**src/rtl/core/i2cm_pkg.sv**
```systemverilog
package i2cm_pkg;

    // Command codes carried in the op field.
    localparam logic [1:0] OP_START = 2'd0;
    localparam logic [1:0] OP_STOP  = 2'd1;
    localparam logic [1:0] OP_WRITE = 2'd2;
    localparam logic [1:0] OP_READ  = 2'd3;

    // Configuration register indexes.
    localparam logic CFG_LONG_WAIT  = 1'b0;
    localparam logic CFG_SHORT_WAIT = 1'b1;

    localparam logic [7:0] LONG_WAIT_RESET  = 8'd5;
    localparam logic [7:0] SHORT_WAIT_RESET = 8'd2;
    localparam logic [3:0] BITS_PER_BYTE    = 4'd8;

    typedef struct packed {
        logic       tick;
        logic       cmd_valid;
        logic [1:0] op;
        logic [7:0] tx_byte;
        logic       ack_on_read;
        logic       sda_in;
    } t_in;

    typedef struct packed {
        logic       scl;
        logic       sda_out;
        logic       sda_oe;
        logic       busy_res;
        logic       done_res;
        logic [7:0] rx_byte;
        logic       ack_seen;
        logic       rejected;
    } t_out;

endpackage

```
**src/rtl/core/i2c_master_byte_engine_top.sv**
```systemverilog
// I2C master byte controller. Every input transaction is one step of the bus sequencer
// (tick marks an elapsed time unit, cmd_valid starts START, STOP, WRITE or READ while
// idle) and produces exactly one output transaction showing the line drive and status
// after that step. The sequencer state advances by one step per accepted transaction, so the block
// takes one input transaction every cycle unless input is held off; the result appears in the output
// register in the cycle after acceptance, and input is held off only while a finished result is
// still waiting to be taken. Wait lengths are set by the two configuration registers
// and must only be written while no transaction is in flight.
module i2c_master_byte_engine_top (
    input  logic              i_clk,
    input  logic              i_rst_n,
    input  logic              i_in_valid,
    output logic              o_in_ready,
    input  i2cm_pkg::t_in     i_in_data,
    output logic              o_out_valid,
    input  logic              i_out_ready,
    output i2cm_pkg::t_out    o_out_data,
    input  logic              i_cfg_we,
    input  logic              i_cfg_idx,
    input  logic [7:0]        i_cfg_data
);
    import i2cm_pkg::*;

    localparam logic [4:0] PH_IDLE    = 5'd0;
    localparam logic [4:0] PH_S_HIGH  = 5'd1;
    localparam logic [4:0] PH_S_SDALO = 5'd2;
    localparam logic [4:0] PH_S_SCLLO = 5'd3;
    localparam logic [4:0] PH_T_LOW   = 5'd4;
    localparam logic [4:0] PH_T_REL   = 5'd5;
    localparam logic [4:0] PH_W_SET   = 5'd6;
    localparam logic [4:0] PH_W_HIGH  = 5'd7;
    localparam logic [4:0] PH_W_LOW   = 5'd8;
    localparam logic [4:0] PH_W_AHIGH = 5'd9;
    localparam logic [4:0] PH_W_ALOW  = 5'd10;
    localparam logic [4:0] PH_R_HIGH  = 5'd11;
    localparam logic [4:0] PH_R_LOW   = 5'd12;
    localparam logic [4:0] PH_R_ASET  = 5'd13;
    localparam logic [4:0] PH_R_AHIGH = 5'd14;
    localparam logic [4:0] PH_R_ALOW  = 5'd15;
    localparam logic [4:0] PH_R_REL   = 5'd16;

    logic [7:0] r_long_wait;
    logic [7:0] r_short_wait;

    logic [4:0] r_phase, n_phase;
    logic [3:0] r_bit_count, n_bit_count;
    logic [7:0] r_wait, n_wait;
    logic [7:0] r_tx_shift, n_tx_shift;
    logic [7:0] r_rx_shift, n_rx_shift;
    logic [1:0] r_cur_op, n_cur_op;
    logic       r_ack_choice, n_ack_choice;
    logic       r_scl, n_scl;
    logic       r_sda, n_sda;
    logic       r_oe, n_oe;
    logic       r_ack_flag, n_ack_flag;

    logic       r_out_valid;
    t_out       r_out, n_out;

    logic       accept;
    logic       act_en;
    logic [4:0] act_ph;
    logic [4:0] next_ph;
    logic [7:0] wait_long;
    logic [7:0] wait_short;
    logic [7:0] wait_dec;
    logic       done;
    logic       rejected;

    assign o_in_ready  = !r_out_valid || i_out_ready;
    assign accept      = i_in_valid && o_in_ready;
    assign o_out_valid = r_out_valid;
    assign o_out_data  = r_out;

    // A zero wait register behaves as a wait of one unit.
    assign wait_long  = (r_long_wait == 8'd0) ? 8'd1 : r_long_wait;
    assign wait_short = (r_short_wait == 8'd0) ? 8'd1 : r_short_wait;
    assign wait_dec   = (r_wait != 8'd0) ? r_wait - 8'd1 : 8'd0;

    always_comb begin
        unique case (r_phase)
            PH_S_HIGH:  next_ph = PH_S_SDALO;
            PH_S_SDALO: next_ph = PH_S_SCLLO;
            PH_T_LOW:   next_ph = PH_T_REL;
            PH_W_SET:   next_ph = PH_W_HIGH;
            PH_W_HIGH:  next_ph = PH_W_LOW;
            PH_W_LOW:   next_ph = (r_bit_count < BITS_PER_BYTE) ? PH_W_SET : PH_W_AHIGH;
            PH_W_AHIGH: next_ph = PH_W_ALOW;
            PH_R_HIGH:  next_ph = PH_R_LOW;
            PH_R_LOW:   next_ph = (r_bit_count < BITS_PER_BYTE) ? PH_R_HIGH : PH_R_ASET;
            PH_R_ASET:  next_ph = PH_R_AHIGH;
            PH_R_AHIGH: next_ph = PH_R_ALOW;
            PH_R_ALOW:  next_ph = PH_R_REL;
            default:    next_ph = PH_IDLE;
        endcase
    end

    always_comb begin
        n_phase      = r_phase;
        n_bit_count  = r_bit_count;
        n_wait       = r_wait;
        n_tx_shift   = r_tx_shift;
        n_rx_shift   = r_rx_shift;
        n_cur_op     = r_cur_op;
        n_ack_choice = r_ack_choice;
        n_scl        = r_scl;
        n_sda        = r_sda;
        n_oe         = r_oe;
        n_ack_flag   = r_ack_flag;
        act_en       = 1'b0;
        act_ph       = PH_IDLE;
        done         = 1'b0;
        rejected     = 1'b0;

        if (r_phase != PH_IDLE) begin
            rejected = i_in_data.cmd_valid;
            if (i_in_data.tick) begin
                n_wait = wait_dec;
                if (wait_dec == 8'd0) begin
                    act_en = 1'b1;
                    act_ph = next_ph;
                end
            end
        end else if (i_in_data.cmd_valid) begin
            n_cur_op    = i_in_data.op;
            n_bit_count = 4'd0;
            act_en      = 1'b1;
            unique case (i_in_data.op)
                OP_START: act_ph = PH_S_HIGH;
                OP_STOP:  act_ph = PH_T_LOW;
                OP_WRITE: begin
                    n_tx_shift = i_in_data.tx_byte;
                    act_ph     = PH_W_SET;
                end
                default: begin
                    n_ack_choice = i_in_data.ack_on_read;
                    n_rx_shift   = 8'd0;
                    act_ph       = PH_R_HIGH;
                end
            endcase
        end

        // Line action of the phase being entered. The two phases with no wait fall
        // straight through to idle in the same step.
        if (act_en) begin
            n_phase = act_ph;
            unique case (act_ph)
                PH_S_HIGH: begin
                    n_oe = 1'b1; n_scl = 1'b1; n_sda = 1'b1; n_wait = wait_long;
                end
                PH_S_SDALO: begin
                    n_sda = 1'b0; n_wait = wait_long;
                end
                PH_S_SCLLO: begin
                    n_scl = 1'b0; n_wait = 8'd0; n_phase = PH_IDLE; done = 1'b1;
                end
                PH_T_LOW: begin
                    n_oe = 1'b1; n_sda = 1'b0; n_scl = 1'b1; n_wait = wait_long;
                end
                PH_T_REL: begin
                    n_sda = 1'b1; n_wait = wait_long;
                end
                PH_W_SET: begin
                    n_oe = 1'b1; n_sda = n_tx_shift[7]; n_wait = wait_long;
                end
                PH_W_HIGH: begin
                    n_scl = 1'b1; n_wait = wait_long;
                end
                PH_W_LOW: begin
                    n_scl       = 1'b0;
                    n_tx_shift  = {r_tx_shift[6:0], 1'b0};
                    n_bit_count = r_bit_count + 4'd1;
                    n_wait      = wait_short;
                end
                PH_W_AHIGH: begin
                    n_oe = 1'b0; n_scl = 1'b1; n_wait = wait_long;
                end
                PH_W_ALOW: begin
                    n_ack_flag = !i_in_data.sda_in; n_scl = 1'b0; n_wait = wait_short;
                end
                PH_R_HIGH: begin
                    n_oe = 1'b0; n_scl = 1'b1; n_wait = wait_long;
                end
                PH_R_LOW: begin
                    n_rx_shift  = {r_rx_shift[6:0], i_in_data.sda_in};
                    n_scl       = 1'b0;
                    n_bit_count = r_bit_count + 4'd1;
                    n_wait      = wait_short;
                end
                PH_R_ASET: begin
                    n_oe = 1'b1; n_sda = !r_ack_choice; n_wait = wait_short;
                end
                PH_R_AHIGH: begin
                    n_scl = 1'b1; n_wait = wait_long;
                end
                PH_R_ALOW: begin
                    n_scl = 1'b0; n_wait = wait_short;
                end
                PH_R_REL: begin
                    n_oe = 1'b0; n_wait = 8'd0; n_phase = PH_IDLE; done = 1'b1;
                end
                default: begin
                    n_phase = PH_IDLE; done = 1'b1;
                end
            endcase
        end

        n_out.scl      = n_scl;
        n_out.sda_out  = n_oe ? n_sda : 1'b1;
        n_out.sda_oe   = n_oe;
        n_out.busy_res = (n_phase != PH_IDLE);
        n_out.done_res = done;
        n_out.rx_byte  = n_rx_shift;
        n_out.ack_seen = n_ack_flag;
        n_out.rejected = rejected;
    end

    always_ff @(posedge i_clk) begin
        if (!i_rst_n) begin
            r_long_wait  <= LONG_WAIT_RESET;
            r_short_wait <= SHORT_WAIT_RESET;
        end else if (i_cfg_we) begin
            unique case (i_cfg_idx)
                CFG_LONG_WAIT:  r_long_wait  <= i_cfg_data;
                CFG_SHORT_WAIT: r_short_wait <= i_cfg_data;
                default:        r_long_wait  <= r_long_wait;
            endcase
        end
    end

    always_ff @(posedge i_clk) begin
        if (!i_rst_n) begin
            r_phase      <= PH_IDLE;
            r_bit_count  <= 4'd0;
            r_wait       <= 8'd0;
            r_tx_shift   <= 8'd0;
            r_rx_shift   <= 8'd0;
            r_cur_op     <= OP_START;
            r_ack_choice <= 1'b0;
            r_scl        <= 1'b1;
            r_sda        <= 1'b1;
            r_oe         <= 1'b0;
            r_ack_flag   <= 1'b0;
        end else if (accept) begin
            r_phase      <= n_phase;
            r_bit_count  <= n_bit_count;
            r_wait       <= n_wait;
            r_tx_shift   <= n_tx_shift;
            r_rx_shift   <= n_rx_shift;
            r_cur_op     <= n_cur_op;
            r_ack_choice <= n_ack_choice;
            r_scl        <= n_scl;
            r_sda        <= n_sda;
            r_oe         <= n_oe;
            r_ack_flag   <= n_ack_flag;
        end
    end

    always_ff @(posedge i_clk) begin
        if (!i_rst_n) begin
            r_out_valid <= 1'b0;
        end else if (accept) begin
            r_out_valid <= 1'b1;
        end else if (i_out_ready) begin
            r_out_valid <= 1'b0;
        end
    end

    always_ff @(posedge i_clk) begin
        if (accept) begin
            r_out <= n_out;
        end
    end

endmodule

```
**config.mk**
```make
export PLATFORM = sky130hd
export DESIGN_NAME = i2c_master_byte_engine_top
export DESIGN_NICKNAME = d
export VERILOG_FILES = /design/src/rtl/core/i2cm_pkg.sv /design/src/rtl/core/i2c_master_byte_engine_top.sv
export SDC_FILE = /design/constraint.sdc
export NUM_CORES = 1
export LEC_CHECK = 0
export BUFFER_PORTS_ARGS = -buffer_cell sky130_fd_sc_hd__buf_2
export CAP_MARGIN = 5
export CORE_MARGIN = 4
export CORE_UTILIZATION = 35
export CTS_BUF_LIST = sky130_fd_sc_hd__clkbuf_16
export CTS_CLUSTER_SIZE = 12
export DETAILED_ROUTE_END_ITERATION = 12
export PLACE_DENSITY = 0.58
export SLEW_MARGIN = 20
export SYNTH_ARGS = -nofsm -noshare
export SYNTH_HDL_FRONTEND = slang
export SYNTH_SLANG_ARGS = --single-unit
```
**constraint.sdc**
```tcl
create_clock -name i_clk -period 2.82 [get_ports i_clk]
set_clock_uncertainty 0.05 [all_clocks]
set_input_delay 0 -clock i_clk [delete_from_list [all_inputs] [get_ports i_clk]]
set_output_delay 0 -clock i_clk [all_outputs]
set_load 0.1 [all_outputs]
```
# --- Yosys cells after proc, flatten, opt, wreduce, memory -nomap -nowiden ---
# Index checks and enable logic that the tools add are counted.
op_classes:
  add_sub_neg: 2
  n_lt_le_gt_ge: 1
  eq_ne: 30
  n_mux: 46
  bitwise_logic: 3
  n_reduce_logical: 28
op_table:
  columns: ["cell", "count"]
  rows:
  - ["2-to-1 mux 8 bit", 16]
  - ["== test 5 x 4 -> 1 bit, second input constant", 15]
  - ["case mux 5 bit (12 select lines)", 1]
  - ["== test 5 x 3 -> 1 bit, second input constant", 7]
  - ["2-to-1 mux 5 bit", 5]
  - ["logical NOT 8 bit", 3]
  - ["2-to-1 mux 4 bit", 6]
  - ["case mux 8 bit (3 select lines)", 1]
  - ["== test 5 x 2 -> 1 bit, second input constant", 3]
  - ["OR reduction 14 bit", 1]
  - ["2-to-1 mux 1 bit", 12]
  - ["case mux 4 bit (3 select lines)", 1]
  - ["== test 5 x 1 -> 1 bit, second input constant", 2]
  - ["nonzero test 5 bit", 2]
  - ["OR reduction 5 bit", 2]
  - ["OR reduction 9 bit", 1]
  - ["nonzero test 8 bit", 1]
  - ["OR reduction 2 bit", 4]
  - ["subtractor 8 x 1 -> 8 bit, second input constant", 1]
  - ["OR reduction 3 bit", 2]
  - ["OR reduction 6 bit", 1]
  - ["== test 5 bit, second input constant", 1]
  - ["adder 4 x 1 -> 4 bit, second input constant", 1]
  - ["< comparator 4 bit, second input constant", 1]
  - ["other kinds (14)", 20]
totals:
  register_bits: 70
  in_bits: 28
  output_inout_bits: 17
  elab_cells: 131

# --- Logic depth before layout (Yosys ltp) ---
logic_depth:
  ltp_word: 11
  mapped_depth: 14
  depth_no_buf: 10

# --- Worst setup path after synthesis ---
# No wires, ideal clock.
synth_path:
  path_type: "register to register"
  startpoint: "register r_out_valid (netlist: o_out_valid)"
  endpoint: "register r_bit_count[1]"
  setup_ns: 0.128
  arrival_time_ns: 3.195
  required_ns: 2.642
  path_slack_ns: -0.553
  path_stages_with_launch: 8
  path_buffers: 2
  synth_period_minus_slack_ns: 3.373
  path_cell_list: "dfxtp_1 nand2b_1 nand2_1 inv_1 clkbuf_1 clkbuf_1 a32oi_1 nor2_1"
synth_via:
  elab_chain_len: 3
synth_lines:
  columns: ["item", "line", "source"]
  rows:
  - ["from (decl)", "i2c_master_byte_engine_top.sv:57", "logic r_out_valid;"]
  - ["from (signal assigned)", "i2c_master_byte_engine_top.sv:261", "r_out_valid <= 1'b0;"]
  - ["from (signal assigned)", "i2c_master_byte_engine_top.sv:263", "r_out_valid <= 1'b1;"]
  - ["from (signal assigned)", "i2c_master_byte_engine_top.sv:265", "r_out_valid <= 1'b0;"]
  - ["logical NOT 1 bit", "i2c_master_byte_engine_top.sv:70", "assign o_in_ready = !r_out_valid || i_out_ready;"]
  - ["logical OR 1 bit", "i2c_master_byte_engine_top.sv:70", null]
  - ["via o_in_ready", "i2c_master_byte_engine_top.sv:13", "output logic o_in_ready,"]
  - ["logical AND 1 bit", "i2c_master_byte_engine_top.sv:71", "assign accept = i_in_valid && o_in_ready;"]
  - ["via accept", "i2c_master_byte_engine_top.sv:60", "logic accept;"]
  - ["to (signal assigned)", "i2c_master_byte_engine_top.sv:246", "r_bit_count <= n_bit_count;"]
  - ["to (decl)", "i2c_master_byte_engine_top.sv:46", "logic [3:0] r_bit_count, n_bit_count;"]
# The timed path passes the listed nets, and every way through them passes these cells.
# A chain may end at the register's enable or synchronous reset.

# --- Worst setup path in the final report ---
layout_path:
  startpoint: "register r_wait[0]"
  endpoint: "register r_wait[0]"
layout_via:
  elab_chain_len: 10
  word_cells_on_any_way: 33
  classes_between: "add/sub (1); eq/ne (16); mux (11); reduce/logical (5)"
layout_lines:
  columns: ["item", "line", "source"]
  rows:
  - ["from (decl)", "i2c_master_byte_engine_top.sv:47", "logic [7:0] r_wait, n_wait;"]
  - ["from (signal assigned)", "i2c_master_byte_engine_top.sv:247", "r_wait <= n_wait;"]
  - ["subtractor 8 x 1 -> 8 bit / nonzero test 8 bit (equally long branches)", "i2c_master_byte_engine_top.sv:78", "assign wait_dec = (r_wait != 8'd0) ? r_wait - 8'd1 : 8'd0;"]
  - ["2-to-1 mux 8 bit", "i2c_master_byte_engine_top.sv:78", null]
  - ["logical NOT 8 bit", "i2c_master_byte_engine_top.sv:119", "if (wait_dec == 8'd0) begin"]
  - ["2-to-1 mux 5 bit", "i2c_master_byte_engine_top.sv:119", null]
  - ["2-to-1 mux 5 bit", "i2c_master_byte_engine_top.sv:117", "if (i_in_data.tick) begin"]
  - ["2-to-1 mux 5 bit", "i2c_master_byte_engine_top.sv:115", "if (r_phase != PH_IDLE) begin"]
  - ["== test 5 x 4 -> 1 bit, or another cell as far along", "i2c_master_byte_engine_top.sv:147", "unique case (act_ph)"]
  - ["OR reduction 9 bit (no source line), or another cell as far along", null, null]
  - ["case mux 8 bit (3 select lines)", "i2c_master_byte_engine_top.sv:147", null]
  - ["2-to-1 mux 8 bit *", "i2c_master_byte_engine_top.sv:145", "if (act_en) begin"]
# Every way passes the cells marked *; elsewhere a longest branch is shown, timed or not.

==> results.toml <==
[finish]
antenna_cells = 0
area_growth_pct = 43.2
seq_area_um2 = 1560
fillers = 1034
final_cells = 746
multiInputGateArea_um2 = 2430
drive_above_1_share = 0.338
final_util = 0.516
final_nets = 634

[drt]
vias_per_cell = 5.52
drt-total-wl_um = 11600
antenna_left = 0
drc = 0
drtIter0Drc = 257
drt_pre_antenna_iters = 5
wire_per_inst_um = 15.6
via_count = 4118

[worst_setup_path]
crit_required_ns = 3.00
worst-setup-path-type = "flop to flop"
r2r_start = "r_wait[0]"
worst_r2r_path_depth = 11
cp_max_fo = 8
critPathLaunch = "r_wait[0]"
critPathLaunchType = "flop"
worstPathArrival_ns = 3.13
crit_end = "r_wait[0]"
r2r_end = "r_wait[0]"
worstSetupEndpointType = "flop"
rrSetupSlack_ns = -0.13

[timing]
whs_ns = 0.00659
setup_viol = 32
fmax_ghz = 0.339
finalMaxSlewViolations = 0
rsz0062_at_grt = "yes"
tightest_slew_ns = 0.679
hold_violations = 0
worst_slack_ns = -0.132
finalCritPeriodShare = 1.05
slew_headroom = 0.545
fin_crit_ns = 2.95

[synth]
synth-seq-cells = 70
synth-edff-count = 15
syn_area_per_cell_um2 = 8.36
netlist-cell-type-count = 71
netlist_instances = 469
synth_top_area_share = 0.281
synth_top_cell_by_area = "dfxtp_1"
synth-seq-area-share = 0.396
synth_nets = 502
yosysWarningCount = 0
synth.cell_area_um2 = 3920
ys.flop_type = "dfxtp_1"
ys_async_sr_fraction = 0
synth_area_leaders = "dfxtp_1, edfxtp_1, nand2_1, o21ai_0, a21oi_1"

[outcome]
violations = "setup timing"
status = "complete, but fails checks"

[placed_design]
dp_hpwl_um = 8210
gp_congestion = 0.880
place_ws_ns = -0.317
port_buffers = 44
dpl.cell_count = 696

[cts]
clockBufferDepth = 2
clock-sinks = 70
cts.clk_slew.worst_paths_ns = 0.06
cts_root_buf = "clkbuf_16"
worstSkewPairLatency_ns = 0.33
cts_buffers = 9
cts_max_level = 3
cts_tree = "done"

[floorplan]
core_area_um2 = 10900
pin_count = 45
die_y_um = 114
die_area_um2 = 13000
initial_utilization = 0.360
die_x_um = 114
num_rows = 38

[power]
p_int_mw = 2.23
ir_drop_mv = 0.267
leakagePower_nw = 2.16
switching_share = 0.329
p_sw_mw = 1.09
power_density_nw_per_um2 = 591
p_seq_frac = 0.341
power.share.clock = 0.329
comb_power_share = 0.330
totalPowerFinal_mw = 3.32

[flow_run]
maxCapViolCount = 0

[global_routing]
grt_antenna_before_repair = 0
grtUsageTotal = 0.183
grt_pass1_vias = 3996
grt_pass1_wl_um = 19300
grt_max_degree = 38
grt_overflow = 0

[worst_hold_path]
hp-class = "input pin to flop"
-- synthesized netlist by cell type, drive strengths merged, types with 2 or more instances --
library cell and number:
nand2 74, dfxtp 55, o21ai 45, a21oi 40, nand3 27, nor2 26, clkbuf 15, edfxtp 15
buf 14, nor3 11, o21a 11, inv 10, nor2b 9, a22oi 7, o221a 7, or4 7
a31oi 6, ha 5, nor4 5, o31ai 5, a21boi 4, and2 4, and3 4, nand2b 4
o221ai 4, o31a 4, a211o 3, a211oi 3, a21o 3, a311oi 3, a32oi 3, a41oi 3
nand4 3, o2111ai 3, o211ai 3, xnor2 3, mux2i 2, o22ai 2, o311ai 2, or2 2
or3 2
-- final cells by class --
cell class	instances	area share
multi-input cells	360	0.433
repair buffers	150	0.201
clock buffers	9	0.0401
flip-flops and latches	70	0.277
inverters	10	0.00668
clock inverters	7	0.0105
well taps	140	0.0312
-- cells in the final DEF (no fill, tap or decap), types with 6 or more instances in the layout --
master,instances
buf_4,70
inv_1,9
nor3_1,7
a22oi_1,6
o21ai_0,32
o21ai_1,8
o221a_2,7
a21oi_1,36
nor2_1,20
nor2b_1,9
o21a_1,10
nand2_1,70
clkbuf_16,9
dfxtp_1,52
buf_2,44
edfxtp_1,15
dlygate4sd3_1,24
nand3_1,26
buf_6,11
-- power groups by stage --
| stage | combinational [mW] | clock (mW) | sequential [mW] |
|---|---|---|---|
| after global placement | 0.925 | 0 | 1.15 |
| after global routing | 1.17 | 1.16 | 1.14 |
| after floorplan | 0.487 | 0 | 1.27 |
| after CTS | 1.04 | 1.12 | 1.13 |
| final | 1.10 | 1.09 | 1.13 |
| after detailed placement | 0.933 | 0 | 1.15 |
-- sequential cells by signal, indices dropped and copies added (netlist names) --
name,cells
r_phase,5
r_wait,8
r_sda,1
r_short_wait,8
r_bit_count,4
o_out_data,15
r_oe,1
r_ack_choice,1
o_out_valid,1
r_tx_shift,8
r_scl,1
r_long_wait,8
r_rx_shift,8
r_ack_flag,1
-- metrics by stage --
stage	area [um^2]	setup TNS (ns)
floorplan	3990	-0.651
global placement	4790	-4.12
detailed placement	4790	-6.02
CTS	5500	-2.03
global route	5620	-5.48
finish	5620	-1.76
-- worst min-delay path by stage --
stage                   from  slack (ns)  cells after the start             end
5_1_grt         i_in_data[4]        0.02                      3   r_tx_shift[2]
6_report        i_in_data[4]       0.007                      3   r_tx_shift[2]
2_1_floorplan     i_in_valid        0.07                      2     o_out_valid
3_5_place_dp   i_cfg_data[0]        0.19                      3  r_long_wait[0]
4_1_cts         i_in_data[4]       0.003                      3   r_tx_shift[2]
3_3_place_gp   i_cfg_data[0]        0.18                      3  r_long_wait[0]
-- per-layer routing --
metal,vias up,part of all wire,track usage
met3,23,0.061,0.0430
li1,2013,-,-
met2,124,0.47,0.290
met4,0,0.016,0.0554
met5,-,0,0
met1,1958,0.45,0.248
-- cell families after synthesis --
kind of cell    Yosys count  share of synthesized area
fa+ha+maj                 5                     0.0159
xor+xnor                  3                    0.00670
compound gates          165                      0.289
flops                    70                      0.396
mux                       2                    0.00510
simple gates            185                      0.242
buf+inv                  39                     0.0450
-- critical path, cell delays in order (launching register included) --
cell	delay, ns
dfxtp_2	0.33
inv_2	0.07
ha_4	0.14
or3b_4	0.38
a21o_1	0.16
a211o_1	0.30
or4_4	0.52
a211oi_4	0.27
buf_6	0.15
o2bb2ai_4	0.16
o22ai_2	0.11
a311oi_1	0.22
-- timing repair --
action,4_1_cts,5_1_grt
pin swaps,21,12
endpoints found under the hold margin,26,0
setup endpoints to repair,43,47
setup buffers,5,5
resized for setup,39,23
hold buffers,24,0
Note: power is estimated with default switching activity, not from simulation.
